[src/rtl/brq_pkg.sv]
// Shared types and constants for the bit range update/query core.
`default_nettype none
package brq_pkg;

  // Bit array geometry: the array is stored as bytes
  localparam int CAPACITY = 1024;
  localparam int IDX_W    = 11;
  localparam int BYTE_W   = 8;
  localparam int NBYTES   = CAPACITY / BYTE_W;
  localparam int BADDR_W  = $clog2(NBYTES);
  localparam int BSEL_W   = $clog2(BYTE_W);
  localparam int CMD_W    = 4;

  // Command codes of the input word
  typedef enum logic [CMD_W-1:0] {
    CMD_SET     = 4'd0,
    CMD_FLIP    = 4'd1,
    CMD_AND     = 4'd2,
    CMD_OR      = 4'd3,
    CMD_XOR     = 4'd4,
    CMD_NAND    = 4'd5,
    CMD_NOR     = 4'd6,
    CMD_GET     = 4'd7,
    CMD_CNT1    = 4'd8,
    CMD_CNT0    = 4'd9,
    CMD_RUN1    = 4'd10,
    CMD_RUN0    = 4'd11,
    CMD_ANY     = 4'd12,
    CMD_ALL     = 4'd13,
    CMD_PARITY  = 4'd14
  } cmd_e;

  // Per-bit action applied by an update
  typedef enum logic [1:0] {
    ACT_NONE = 2'd0,
    ACT_CLR  = 2'd1,
    ACT_SETB = 2'd2,
    ACT_FLIP = 2'd3
  } act_e;

  // Configuration register indexes
  localparam logic [0:0] CFG_ACTIVE_LENGTH = 1'b0;
  localparam logic [0:0] CFG_INITIAL_FILL  = 1'b1;

  typedef enum logic [1:0] {
    ST_IDLE  = 2'd0,
    ST_RUN   = 2'd1,
    ST_DRAIN = 2'd2,
    ST_DONE  = 2'd3
  } state_e;

  typedef struct packed {
    logic [CMD_W-1:0] cmd;
    logic [IDX_W-1:0] left_index;
    logic [IDX_W-1:0] right_index;
    logic             bit_operand;
  } in_item_t;

  typedef struct packed {
    logic [IDX_W-1:0] answer;
    logic             range_error;
  } out_item_t;

  // Controller to datapath
  typedef struct packed {
    logic start;
    logic step;
    logic load_out;
  } ctrl_cmd_t;

  // Datapath to controller
  typedef struct packed {
    logic walk;
    logic last;
    logic out_busy;
  } dp_stat_t;

endpackage
`default_nettype wire

[src/rtl/brq_if.sv]
// Valid/ready channel interfaces for input and result words.
`default_nettype none
interface brq_in_if import brq_pkg::*; ();
  logic     valid;
  logic     ready;
  in_item_t data;
  modport source (output valid, output data, input ready);
  modport sink   (input valid, input data, output ready);
endinterface

interface brq_out_if import brq_pkg::*; ();
  logic      valid;
  logic      ready;
  out_item_t data;
  modport source (output valid, output data, input ready);
  modport sink   (input valid, input data, output ready);
endinterface
`default_nettype wire

[src/rtl/bit_range_update_query_tree_core.sv]
// Top level of the bit range update/query core.
//
//  channel   dir  handshake      payload
//  in_ch     in   valid/ready    cmd, left_index, right_index, bit_operand
//  out_ch    out  valid/ready    answer, range_error
//  cfg_*     in   cfg_wr_en      cfg_index, cfg_wdata
//
// A command that touches bits walks the bytes its range spans (up to 128);
// the byte store reads one byte per cycle, and an update writes back the byte
// read the cycle before.
// A command with an invalid or empty range, or without effect, skips the byte walk.
// Synchronous active-low reset; no clearing pass, written flags mark the bytes.
// A new word is taken while the previous result waits in the output register.
`default_nettype none
module bit_range_update_query_tree_core import brq_pkg::*; (
  input  wire logic             clk,
  input  wire logic             rst_n,
  brq_in_if.sink                in_ch,
  brq_out_if.source             out_ch,
  input  wire logic             cfg_wr_en,
  input  wire logic [0:0]       cfg_index,
  input  wire logic [IDX_W-1:0] cfg_wdata
);

  ctrl_cmd_t ccmd;
  dp_stat_t  stat;

  brq_ctrl u_ctrl (
    .clk      (clk),
    .rst_n    (rst_n),
    .in_valid (in_ch.valid),
    .in_ready (in_ch.ready),
    .stat     (stat),
    .cmd      (ccmd)
  );

  brq_dpath u_dpath (
    .clk       (clk),
    .rst_n     (rst_n),
    .cfg_wr_en (cfg_wr_en),
    .cfg_index (cfg_index),
    .cfg_wdata (cfg_wdata),
    .in_data   (in_ch.data),
    .cmd       (ccmd),
    .stat      (stat),
    .out_ready (out_ch.ready),
    .out_valid (out_ch.valid),
    .out_data  (out_ch.data)
  );

endmodule
`default_nettype wire

[src/rtl/brq_ctrl.sv]
// Sequencer for one command: accept, byte walk, drain, deliver.
`default_nettype none
module brq_ctrl import brq_pkg::*; (
  input  wire logic      clk,
  input  wire logic      rst_n,
  input  wire logic      in_valid,
  output logic           in_ready,
  input  wire dp_stat_t  stat,
  output ctrl_cmd_t      cmd
);

  state_e state_r, state_nxt;

  // State register
  always_ff @(posedge clk) begin
    if (!rst_n) begin
      state_r <= ST_IDLE;
    end else begin
      state_r <= state_nxt;
    end
  end

  // Next state and commands
  always_comb begin
    state_nxt    = state_r;
    cmd          = '0;
    in_ready     = 1'b0;
    unique case (state_r)
      ST_IDLE: begin
        in_ready = 1'b1;
        if (in_valid) begin
          cmd.start = 1'b1;
          state_nxt = stat.walk ? ST_RUN : ST_DONE;
        end
      end
      ST_RUN: begin
        cmd.step = 1'b1;
        if (stat.last) begin
          state_nxt = ST_DRAIN;
        end
      end
      ST_DRAIN: begin
        state_nxt = ST_DONE;
      end
      ST_DONE: begin
        if (!stat.out_busy) begin
          cmd.load_out = 1'b1;
          state_nxt    = ST_IDLE;
        end
      end
      default: state_nxt = ST_IDLE;
    endcase
  end

endmodule
`default_nettype wire

[src/rtl/brq_dpath.sv]
// Bit store, range decode, byte walker with run tracking, result register.
`default_nettype none
module brq_dpath import brq_pkg::*; (
  input  wire logic             clk,
  input  wire logic             rst_n,
  input  wire logic             cfg_wr_en,
  input  wire logic [0:0]       cfg_index,
  input  wire logic [IDX_W-1:0] cfg_wdata,
  input  wire in_item_t         in_data,
  input  wire ctrl_cmd_t        cmd,
  output dp_stat_t              stat,
  input  wire logic             out_ready,
  output logic                  out_valid,
  output out_item_t             out_data
);

  // Configuration
  logic [IDX_W-1:0] len_r;
  logic             fill_r;
  logic [IDX_W-1:0] cfg_len;

  // Byte store with per-byte written flags
  logic [BYTE_W-1:0]  mem [NBYTES];
  logic [NBYTES-1:0]  vld_r;

  // Command context
  logic [CMD_W-1:0]   cmd_r;
  logic [IDX_W-1:0]   l_r, r_r;
  act_e               act_r;
  logic               err_r;
  logic [BADDR_W-1:0] addr_r, hb_r;

  // Process stage
  logic               s2_r;
  logic [BADDR_W-1:0] paddr_r;
  logic               pvld_r;
  logic [BYTE_W-1:0]  rdata_r;

  // Accumulators
  logic [IDX_W-1:0] ones_r, cur1_r, cur0_r, best1_r, best0_r;
  logic [IDX_W-1:0] ones_nxt, cur1_nxt, cur0_nxt, best1_nxt, best0_nxt;

  // Result register
  logic      out_valid_r;
  out_item_t out_data_r;

  // Decode of the incoming word
  logic             dec_err, dec_walk, range_bad;
  act_e             dec_act;
  logic [IDX_W-1:0] dec_r, dec_rm1;
  logic [IDX_W-1:0] in_l, in_r;
  logic             in_f;

  assign in_l      = in_data.left_index;
  assign in_r      = in_data.right_index;
  assign in_f      = in_data.bit_operand;
  assign range_bad = (in_l > in_r) || (in_r > len_r);

  always_comb begin
    dec_err  = 1'b0;
    dec_act  = ACT_NONE;
    dec_walk = 1'b0;
    dec_r    = in_r;
    priority if (in_data.cmd <= CMD_NOR) begin
      dec_err = range_bad;
      unique case (in_data.cmd)
        CMD_SET:  dec_act = in_f ? ACT_SETB : ACT_CLR;
        CMD_FLIP: dec_act = ACT_FLIP;
        CMD_AND:  dec_act = in_f ? ACT_NONE : ACT_CLR;
        CMD_OR:   dec_act = in_f ? ACT_SETB : ACT_NONE;
        CMD_XOR:  dec_act = in_f ? ACT_FLIP : ACT_NONE;
        CMD_NAND: dec_act = in_f ? ACT_FLIP : ACT_SETB;
        default:  dec_act = in_f ? ACT_CLR : ACT_FLIP;
      endcase
      dec_walk = !range_bad && (dec_act != ACT_NONE) && (in_l < in_r);
    end else if (in_data.cmd == CMD_GET) begin
      dec_err  = (in_l >= len_r);
      dec_r    = in_l + 1'b1;
      dec_walk = !dec_err;
    end else if (in_data.cmd <= CMD_PARITY) begin
      dec_err  = range_bad || ((in_data.cmd >= CMD_ANY) && (in_l == in_r));
      dec_walk = !dec_err && (in_l < in_r);
    end else begin
      dec_err  = 1'b0;
    end
  end

  assign dec_rm1 = dec_r - 1'b1;

  // Saturated active length from the write data
  always_comb begin
    priority if (cfg_wdata == '0) begin
      cfg_len = IDX_W'(1);
    end else if (cfg_wdata > IDX_W'(CAPACITY)) begin
      cfg_len = IDX_W'(CAPACITY);
    end else begin
      cfg_len = cfg_wdata;
    end
  end

  always_ff @(posedge clk) begin
    if (!rst_n) begin
      len_r  <= IDX_W'(CAPACITY);
      fill_r <= 1'b0;
    end else if (cfg_wr_en) begin
      if (cfg_index == CFG_ACTIVE_LENGTH) begin
        len_r <= cfg_len;
      end else begin
        fill_r <= cfg_wdata[0];
      end
    end
  end

  // Context capture and byte address walk
  always_ff @(posedge clk) begin
    if (cmd.start) begin
      cmd_r  <= in_data.cmd;
      l_r    <= in_l;
      r_r    <= dec_r;
      act_r  <= dec_act;
      err_r  <= dec_err;
      addr_r <= in_l[BSEL_W +: BADDR_W];
      hb_r   <= dec_rm1[BSEL_W +: BADDR_W];
    end else if (cmd.step) begin
      addr_r <= addr_r + 1'b1;
    end
  end

  assign stat.walk     = dec_walk;
  assign stat.last     = (addr_r == hb_r);
  assign stat.out_busy = out_valid_r && !out_ready;

  // Registered read of the store
  always_ff @(posedge clk) begin
    if (cmd.step) begin
      rdata_r <= mem[addr_r];
      pvld_r  <= vld_r[addr_r];
      paddr_r <= addr_r;
    end
  end

  always_ff @(posedge clk) begin
    if (!rst_n) begin
      s2_r <= 1'b0;
    end else begin
      s2_r <= cmd.step;
    end
  end

  // Byte processing: mask, update value, counts and runs
  logic [BYTE_W-1:0] old_b, mask_b, new_b, set_b;
  logic [BSEL_W:0]   pc;
  logic              wr_en;

  always_comb begin
    logic [IDX_W-1:0] pos;
    logic [IDX_W-1:0] c1, c0, b1, b0;
    old_b = pvld_r ? rdata_r : {BYTE_W{fill_r}};
    pc    = '0;
    c1    = cur1_r;
    c0    = cur0_r;
    b1    = best1_r;
    b0    = best0_r;
    for (int i = 0; i < BYTE_W; i++) begin
      pos       = IDX_W'({paddr_r, BSEL_W'(i)});
      mask_b[i] = (pos >= l_r) && (pos < r_r);
    end
    for (int i = 0; i < BYTE_W; i++) begin
      if (mask_b[i]) begin
        if (old_b[i]) begin
          pc = pc + 1'b1;
          c1 = c1 + 1'b1;
          c0 = '0;
          if (c1 > b1) b1 = c1;
        end else begin
          c0 = c0 + 1'b1;
          c1 = '0;
          if (c0 > b0) b0 = c0;
        end
      end
    end
    cur1_nxt  = c1;
    cur0_nxt  = c0;
    best1_nxt = b1;
    best0_nxt = b0;
    ones_nxt  = ones_r + IDX_W'(pc);
    unique case (act_r)
      ACT_CLR:  set_b = '0;
      ACT_SETB: set_b = '1;
      ACT_FLIP: set_b = ~old_b;
      default:  set_b = old_b;
    endcase
    new_b = (old_b & ~mask_b) | (set_b & mask_b);
  end

  assign wr_en = s2_r && (act_r != ACT_NONE);

  always_ff @(posedge clk) begin
    if (wr_en) begin
      mem[paddr_r] <= new_b;
    end
  end

  // Written flags: a refill clears them all at once
  always_ff @(posedge clk) begin
    if (!rst_n) begin
      vld_r <= '0;
    end else if (cfg_wr_en) begin
      vld_r <= '0;
    end else if (wr_en) begin
      vld_r[paddr_r] <= 1'b1;
    end
  end

  always_ff @(posedge clk) begin
    if (cmd.start) begin
      ones_r  <= '0;
      cur1_r  <= '0;
      cur0_r  <= '0;
      best1_r <= '0;
      best0_r <= '0;
    end else if (s2_r) begin
      ones_r  <= ones_nxt;
      cur1_r  <= cur1_nxt;
      cur0_r  <= cur0_nxt;
      best1_r <= best1_nxt;
      best0_r <= best0_nxt;
    end
  end

  // Answer selection
  logic [IDX_W-1:0] span, ans;
  assign span = r_r - l_r;

  always_comb begin
    ans = '0;
    if (!err_r) begin
      unique case (cmd_r)
        CMD_GET,
        CMD_CNT1:   ans = ones_r;
        CMD_CNT0:   ans = span - ones_r;
        CMD_RUN1:   ans = best1_r;
        CMD_RUN0:   ans = best0_r;
        CMD_ANY:    ans = IDX_W'(ones_r != '0);
        CMD_ALL:    ans = IDX_W'(ones_r == span);
        CMD_PARITY: ans = IDX_W'(ones_r[0]);
        default:    ans = '0;
      endcase
    end
  end

  // Result register
  always_ff @(posedge clk) begin
    if (!rst_n) begin
      out_valid_r <= 1'b0;
    end else if (cmd.load_out) begin
      out_valid_r <= 1'b1;
    end else if (out_ready) begin
      out_valid_r <= 1'b0;
    end
  end

  always_ff @(posedge clk) begin
    if (cmd.load_out) begin
      out_data_r.answer      <= ans;
      out_data_r.range_error <= err_r;
    end
  end

  assign out_valid = out_valid_r;
  assign out_data  = out_data_r;

  // Checks
  a_refill_clears: assert property (@(posedge clk) disable iff (!rst_n)
    cfg_wr_en |=> (vld_r == '0))
    else $error("written flags not cleared by a configuration write");

  a_len_range: assert property (@(posedge clk) disable iff (!rst_n)
    (len_r >= IDX_W'(1)) && (len_r <= IDX_W'(CAPACITY)))
    else $error("active length out of range");

  a_start_no_proc: assert property (@(posedge clk) disable iff (!rst_n)
    cmd.start |=> !s2_r)
    else $error("byte processed right after a command start");

endmodule
`default_nettype wire

[src/flat_wrapper.sv]
// flat-port wrapper written by rule: the top's interface ports become plain ports
module bit_range_update_query_tree_core_flat import brq_pkg::*;
  (clk, rst_n, cfg_wr_en, cfg_index, cfg_wdata, in_ch_valid, in_ch_data, in_ch_ready, out_ch_valid, out_ch_data, out_ch_ready);
  brq_in_if in_ch_i ();
  brq_out_if out_ch_i ();
  input  wire logic clk;
  input  wire logic rst_n;
  input  wire logic cfg_wr_en;
  input  wire logic [0:0] cfg_index;
  input  wire logic [IDX_W-1:0] cfg_wdata;
  input wire logic [$bits(in_ch_i.valid)-1:0] in_ch_valid;
  input wire logic [$bits(in_ch_i.data)-1:0] in_ch_data;
  output wire logic [$bits(in_ch_i.ready)-1:0] in_ch_ready;
  output wire logic [$bits(out_ch_i.valid)-1:0] out_ch_valid;
  output wire logic [$bits(out_ch_i.data)-1:0] out_ch_data;
  input wire logic [$bits(out_ch_i.ready)-1:0] out_ch_ready;
  assign in_ch_i.valid = in_ch_valid;
  assign in_ch_i.data = in_ch_data;
  assign in_ch_ready = in_ch_i.ready;
  assign out_ch_valid = out_ch_i.valid;
  assign out_ch_data = out_ch_i.data;
  assign out_ch_i.ready = out_ch_ready;
  bit_range_update_query_tree_core u_core (.clk(clk), .rst_n(rst_n), .in_ch(in_ch_i), .out_ch(out_ch_i), .cfg_wr_en(cfg_wr_en), .cfg_index(cfg_index), .cfg_wdata(cfg_wdata));
endmodule
[config.mk]
export PLATFORM = sky130hd
export DESIGN_NAME = bit_range_update_query_tree_core_flat
export DESIGN_NICKNAME = d
export VERILOG_FILES = /design/src/rtl/brq_pkg.sv /design/src/rtl/brq_if.sv /design/src/rtl/bit_range_update_query_tree_core.sv /design/src/rtl/brq_ctrl.sv /design/src/rtl/brq_dpath.sv /design/src/flat_wrapper.sv
export SDC_FILE = /design/constraint.sdc
export NUM_CORES = 2
export LEC_CHECK = 0
export BUFFER_PORTS_ARGS = -buffer_cell sky130_fd_sc_hd__buf_2
export CAP_MARGIN = 20
export CORE_ASPECT_RATIO = 0.75
export CORE_MARGIN = 2
export CORE_UTILIZATION = 55
export DETAILED_ROUTE_END_ITERATION = 6
export PLACE_DENSITY = 0.69
export SLEW_MARGIN = 20
export SYNTH_ARGS = -nofsm -noshare
export SYNTH_HDL_FRONTEND = slang
export SYNTH_SLANG_ARGS = --single-unit
[constraint.sdc]
create_clock -name clk -period 26.3 [get_ports clk]
set_input_delay 1.315 -clock clk [delete_from_list [all_inputs] [get_ports clk]]
set_output_delay 1.315 -clock clk [all_outputs]
set_load 0.1 [all_outputs]
# Word-level counts from Yosys, hierarchy flattened
# Memory sizes are Yosys's and may differ from the RTL's. A register that Yosys moved wholly into a read port is not among the register bits.
# Cells that the tools add are included.
# W data, S select, Z words.
totals:
  reg_bits: 262
  ram_bits: 1024
  in_bits: 44
  out_inout_bits: 14
  mem_count: 1
op_classes:
  add_sub_neg: 29
  n_lt_le_gt_ge: 43
  n_eq_ne: 26
  muxes: 138
  bitwise_logic: 8
  n_reduce_logical: 34
mem_list:
  columns: ["memory", "words", "word_bits", "read_ports", "rd_clocked_by_memory_dff", "write_ports", "line_no", "rtl"]
  rows:
  - ["u_core.u_dpath.mem", 128, 8, 1, 1, 1, "brq_dpath.sv:23", "logic [BYTE_W-1:0] mem [NBYTES];"]
ops:
  columns: ["cell", "count"]
  rows:
  - ["$mux W11", 84]
  - ["$gt A11 B11 Y1", 18]
  - ["$add A11 B1 Y11 const B", 17]
  - ["$or A128 B128 Y128", 1]
  - ["$ge A10 B11 Y1", 8]
  - ["$lt A10 B11 Y1", 8]
  - ["$pmux W11 S7", 1]
  - ["$mux W4", 14]
  - ["$add A4 B1 Y4 const B", 7]
  - ["$eq A4 B4 Y1 const B", 7]
  - ["$pmux W8 S3", 1]
  - ["$eq A11 B11 Y1", 2]
  - ["$mux W1", 22]
  - ["$sub A11 B11 Y11", 2]
  - ["$mux W2", 9]
  - ["$and A8 B8 Y8", 2]
  - ["$eq A4 B3 Y1 const B", 4]
  - ["$lt A7 B8 Y1 const B", 2]
  - ["$not A8 Y8", 2]
  - ["$logic_and A1 B1 Y1", 15]
  - ["$mux W7", 2]
  - ["$pmux W2 S6", 1]
  - ["$add A11 B4 Y11", 1]
  - ["$ge A11 B11 Y1", 1]
  - ["other kinds (31)", 47]

# Logic depth before layout (Yosys ltp)
logic_depth:
  depth_word: 33
  depth_mapped: 143
  ltp_nobuf: 134

# Cells and area by module
# A second synthesis with hierarchy kept.
hier_totals:
  cells_unflattened: 4997
  area_unflattened_um2: 67619.9
modules_own_cells:
  columns: ["mod", "n_inst", "cells_each", "area_per_inst_um2"]
  rows:
  - ["brq_dpath", 1, 4976, 67435.9]
  - ["brq_ctrl", 1, 21, 183.9]

# Least setup slack after synthesis
# No wires, ideal clock.
synth_timing:
  path_kind: "register to register"
  from: "register u_core.u_dpath.cur0_r[2]"
  to: "register u_core.u_dpath.best0_r[0]"
  t_arrival_ps: 20059
  t_required_ps: 26172
  path_slack_ps: 6113
  path_stages_with_launch: 141
  path_buffers: 10
  synth_period_minus_slack_ps: 20187
  path_cell_list: "dfxtp_1 -> clkbuf_1 -> nand3_1 -> xnor2_1 -> ha_1 -> o21a_1 -> o21a_1 -> o21a_1 -> o21a_1 -> o21a_1 -> o21a_1 -> o21a_1 -> o21ai_0 -> a211oi_1 -> buf_1 -> mux2i_1 -> ha_1 -> nor2b_1 -> [... 105 more ...] -> o21a_1 -> o21ai_0 -> nand2b_1 -> a21oi_1 -> nor2b_1 -> o21ai_0 -> nand2b_1 -> a21oi_1 -> nor2b_1 -> o21ai_0 -> nand2b_1 -> a21oi_1 -> nor3_1 -> o31a_1 -> clkbuf_1 -> or2_2 -> a31oi_1 -> nor2_1"
synth_between:
  elab_chain_cells: 33
  elab_cells_between_ends: 54
synth_rtl:
  columns: ["item", "line_no", "rtl"]
  rows:
  - ["from (decl)", "brq_dpath.sv:40", "logic [IDX_W-1:0] ones_r, cur1_r, cur0_r, best1_r, best0_r;"]
  - ["from (signal assigned)", "brq_dpath.sv:225", "cur0_r <= cur0_nxt;"]
  - ["$add A11 B1 Y11", "brq_dpath.sv:176", "c0 = c0 + 1'b1;"]
  - ["$gt A11 B11 Y1", "brq_dpath.sv:178", "if (c0 > b0) b0 = c0;"]
  - ["$mux W11", "brq_dpath.sv:178", null]
  - ["$mux W11", "brq_dpath.sv:170", "if (old_b[i]) begin"]
  - ["$mux W11", "brq_dpath.sv:169", "if (mask_b[i]) begin"]
  - ["$gt A11 B11 Y1", "brq_dpath.sv:178", null]
  - ["$mux W11", "brq_dpath.sv:178", null]
  - ["$mux W11", "brq_dpath.sv:170", null]
  - ["[... 17 more ...]", null, null]
  - ["$gt A11 B11 Y1", "brq_dpath.sv:178", null]
  - ["$mux W11", "brq_dpath.sv:178", null]
  - ["$mux W11", "brq_dpath.sv:170", null]
  - ["$mux W11", "brq_dpath.sv:169", null]
  - ["$gt A11 B11 Y1", "brq_dpath.sv:178", null]
  - ["$mux W11", "brq_dpath.sv:178", null]
  - ["$mux W11", "brq_dpath.sv:170", null]
  - ["$mux W11 (*)", "brq_dpath.sv:169", null]
  - ["to (signal assigned)", "brq_dpath.sv:227", "best0_r <= best0_nxt;"]
  - ["to (decl)", "brq_dpath.sv:40", null]
# Every way passes the cells marked *; elsewhere a longest branch is shown, timed or not.
# A chain may end at the register's enable or synchronous reset.

# Worst setup path in the final report
layout_timing:
  from: "register u_core.u_dpath.paddr_r[5]"
  to: "register u_core.u_dpath.best1_r[6]"
layout_between:
  elab_chain_cells: 32
  elab_cells_between_ends: 73
layout_rtl:
  columns: ["item", "line_no", "rtl"]
  rows:
  - ["from (decl)", "brq_dpath.sv:35", "logic [BADDR_W-1:0] paddr_r;"]
  - ["from (signal assigned)", "brq_dpath.sv:138", "paddr_r <= addr_r;"]
  - ["$ge A10 B11 Y1 / $lt A10 B11 Y1 (equally long branches)", "brq_dpath.sv:166", "mask_b[i] = (pos >= l_r) && (pos < r_r);"]
  - ["$logic_and A1 B1 Y1", "brq_dpath.sv:166", null]
  - ["$mux W11", "brq_dpath.sv:169", null]
  - ["$add A11 B1 Y11", "brq_dpath.sv:172", "c1 = c1 + 1'b1;"]
  - ["$gt A11 B11 Y1", "brq_dpath.sv:174", "if (c1 > b1) b1 = c1;"]
  - ["$mux W11", "brq_dpath.sv:174", null]
  - ["$mux W11", "brq_dpath.sv:170", null]
  - ["$mux W11", "brq_dpath.sv:169", null]
  - ["[... 16 more ...]", null, null]
  - ["$gt A11 B11 Y1", "brq_dpath.sv:174", null]
  - ["$mux W11", "brq_dpath.sv:174", null]
  - ["$mux W11", "brq_dpath.sv:170", null]
  - ["$mux W11", "brq_dpath.sv:169", null]
  - ["$gt A11 B11 Y1", "brq_dpath.sv:174", null]
  - ["$mux W11", "brq_dpath.sv:174", null]
  - ["$mux W11", "brq_dpath.sv:170", null]
  - ["$mux W11 (*)", "brq_dpath.sv:169", null]
  - ["to (signal assigned)", "brq_dpath.sv:226", "best1_r <= best1_nxt;"]
  - ["to (decl)", "brq_dpath.sv:40", null]
# Marked as above.

==> results.json <==
{
  "yosysWarnings": 0,
  "grt_start_max_net_pins": 108,
  "syn_nets": 5264,
  "max_freq_ghz": 0.0433,
  "viasPerCell": 6.67,
  "synthToLayoutAreaGrowth_pct": 9.37,
  "r2r_slack_ps": 3180,
  "cts-resized-gates": 0,
  "worst-r2r-cell-count": 127,
  "postSynthAreaPerCell_um2": 13.6,
  "port_buffers": 57,
  "synth.area.top_cells": "edfxtp_1 49%, mux4_2 13%, dfxtp_1 5.9%",
  "power.switching_mw": 4.02,
  "ys_seq_elements": 1294,
  "rsz0062_at_grt": "no",
  "die_w_um": 407,
  "cp-start-kind": "flip-flop",
  "cts_sinks": 1294,
  "path_common_cell": "o21a_1",
  "clk_pin_slew_ps": 60,
  "cp_max_fo": 38,
  "setup_viol": 0,
  "power_frac_seq": 0.277,
  "grt_pass1_vias": 41800,
  "drtIter0Drc": 6241,
  "final_common_cell": "edfxtp_1",
  "ant_nets": 0,
  "crit_type": "reg -> reg",
  "cp_slowest_stage_delay_ps": 610,
  "cts_root_buffer": "clkbuf_16",
  "io_pins": 58,
  "antenna_found_initial": 12,
  "period_share": 0.879,
  "coreArea_um2": 121000,
  "die_y_um": 307,
  "cp_top_family": "compound AO/OA/AOI/OAI gates",
  "cts_hold_buf": 0,
  "post_cts_buffers": 0,
  "hold_viol": 0,
  "dpl.hpwl_um": 132000,
  "power_frac_comb": 0.530,
  "required_ps": 26930,
  "overflow": 0,
  "fin_crit_ps": 23120,
  "whs_path_depth": 1,
  "synth_async_sr_flop_share": 0,
  "relSlewSlack": 0.184,
  "maxSlewViolCount": 0,
  "synth_flop_cell": "edfxtp_1",
  "status": "complete, but fails checks",
  "final_cell_mix": "1095 x edfxtp_1, 378 x mux4_2, 325 x nor2_1",
  "drc": 7,
  "ys_types": 117,
  "final_layout_size_suffix_gt1_frac": 0.169,
  "wl_per_cell_um": 28.5,
  "worst_setup_path_end_kind": "flip-flop",
  "synth_top_area_share": 0.490,
  "ir_worst_vdd_v": 0.0000881,
  "power_per_cell_area_nw_per_um2": 130,
  "gp_congestion": 0.971,
  "arrival_ps": 23750,
  "slowest_stage": "o31a_1",
  "syn_inst": 4939,
  "clock_skew_ps": 73.2,
  "internal_power_mw": 5.53,
  "yosys.area.top_type": "edfxtp_1",
  "wl_um": 191000,
  "tritoncts.num_buffers": 119,
  "min_to": "u_core.u_dpath.vld_r[91]",
  "hold_start": "u_core.u_dpath.vld_r[91]",
  "leakage_nw": 24.7,
  "cap_violations": 0,
  "violations": "DRC",
  "grt_pass1_wl_um": 282000,
  "cts_max_path_buffers": 3,
  "clkLatencyLatePin_ps": 780,
  "cts_tree": "yes",
  "synth_area_um2": 67200,
  "fin_setup_tns_ps": 0,
  "r2r_end": "u_core.u_dpath.best1_r[6]",
  "dieArea_um2": 125000,
  "max_slew.worst_pin.slew_ps": 1220,
  "synth_edf_count": 1095,
  "htreeDepth": 3,
  "final_util": 0.609,
  "power.total_mw": 9.56,
  "switching_share": 0.421,
  "reg2reg_from": "u_core.u_dpath.paddr_r[5]",
  "initial_core_util": 0.557,
  "finalNetCount": 5278,
  "clkPwrFrac": 0.193,
  "ys_seq_area_frac": 0.549,
  "path_buf_inv": 6,
  "grt_use_total": 0.304,
  "vias": 44600,
  "dr.pass1.iters": 7,
  "hold_path.class": "reg -> reg",
  "rows": 110
}
==> synth_stat cells (47+ instances only) <==
master / instances
xor2_1: 76
nor3_1: 54
nand3_1: 114
inv_1: 231
edfxtp_1: 1095
ha_1: 278
buf_1: 47
clkbuf_1: 170
nand2_1: 266
nand4_1: 83
a21oi_1: 186
mux2_2: 48
nand2b_1: 56
mux4_2: 378
dfxtp_1: 199
mux2i_1: 135
nor2b_1: 73
o21ai_0: 158
nor2_1: 325
xnor2_1: 116
o21a_1: 224
==> final cells by class <==
class,instances,area (um^2)
clock inverters,69,947
diodes,1,2.50
well taps,1624,2030
repair buffers,137,951
flip-flops and latches,1294,36900
fillers,9171,47100
inverters,234,880
multi-input cells,3167,28500
clock buffers,156,3220
==> state kept, by name (all words and copies together), names as in the netlist, 2 cells and up <==
register                 count
u_core.u_dpath.mem        1024
u_core.u_dpath.act_r         2
u_core.u_dpath.paddr_r       7
u_core.u_dpath.cmd_r         4
u_core.u_dpath.cur0_r       11
u_core.u_ctrl.state_r        2
u_core.u_dpath.cur1_r       11
u_core.u_dpath.ones_r       11
u_core.u_dpath.best1_r      11
u_core.u_dpath.vld_r       128
u_core.u_dpath.l_r          11
u_core.u_dpath.out_data     12
u_core.u_dpath.rdata_r       8
u_core.u_dpath.best0_r      11
u_core.u_dpath.len_r        11
u_core.u_dpath.hb_r          7
u_core.u_dpath.addr_r        7
u_core.u_dpath.r_r          11
==> worst register-to-register path: cells and delay by family (launching register included) <==
family,cells,cell delay (ps)
buffers and inverters,6,1040
multiplexers,6,2250
AO/OA/AOI/OAI,67,11500
flip-flops,1,510
adder cells (fa/ha/maj),9,3020
AND/OR/NAND/NOR,39,4670
==> metal layers <==
metal,vias to the layer above,wire [um],track usage
li1,19300,-,-
met1,22500,86000,0.490
met2,2510,78100,0.412
met3,202,23400,0.0817
met4,2,3180,0.0553
met5,-,13,0
==> power groups by stage <==
stage | clock [mW] | combinational, mW | sequential [mW]
6_report | 1.84 | 5.07 | 2.65
5_1_grt | 1.94 | 5.46 | 2.66
4_1_cts | 1.85 | 4.93 | 2.65
3_5_place_dp | 0 | 4.89 | 2.69
3_3_place_gp | 0 | 4.86 | 2.69
2_1_floorplan | 0 | 3.43 | 2.69
==> through the flow <==
| stage | hold slack, ps | cells | worst slack (ps) | area [um^2] |
|---|---|---|---|---|
| final | 462 | 6682 | 3180 | 73400 |
| after CTS | 462 | 6679 | 3730 | 73400 |
| after global routing | 479 | 6681 | 898 | 73400 |
| after global placement | 441 | 6454 | 4070 | 69200 |
| after detailed placement | 448 | 6454 | 3900 | 69200 |
| after floorplan | 424 | 4939 | 6110 | 67200 |
==> kinds of logic (layout without fill, tap and decap cells) <==
| logic type | after synthesis | in the layout | synth area share |
|---|---|---|---|
| other | 0 | 1 | 0 |
| xor gates and xnor gates | 192 | 192 | 0.0250 |
| muxes | 561 | 561 | 0.155 |
| and+or+nand+nor | 1189 | 1189 | 0.0896 |
| adders and majority gates | 282 | 282 | 0.0528 |
| buffers and inverters | 478 | 596 | 0.0279 |
| AOI/OAI and AO/OA | 943 | 943 | 0.101 |
| DFF | 1294 | 1294 | 0.549 |
==> how the worst max path moves through the flow <==
stage / startpoint / to / slack [ps] / cells after the start
2_1_floorplan: u_core.u_dpath.cur0_r[2] / u_core.u_dpath.best0_r[0] / 6110 / 140
3_3_place_gp: u_core.u_dpath.paddr_r[5] / u_core.u_dpath.best1_r[6] / 4070 / 127
3_5_place_dp: u_core.u_dpath.paddr_r[5] / u_core.u_dpath.best1_r[6] / 3900 / 127
4_1_cts: u_core.u_dpath.paddr_r[5] / u_core.u_dpath.best1_r[6] / 3730 / 127
5_1_grt: u_core.u_dpath.paddr_r[6] / u_core.u_dpath.best1_r[6] / 900 / 127
6_report: u_core.u_dpath.paddr_r[5] / u_core.u_dpath.best1_r[6] / 3180 / 127
No activity file was read; power rests on OpenSTA's default activity.
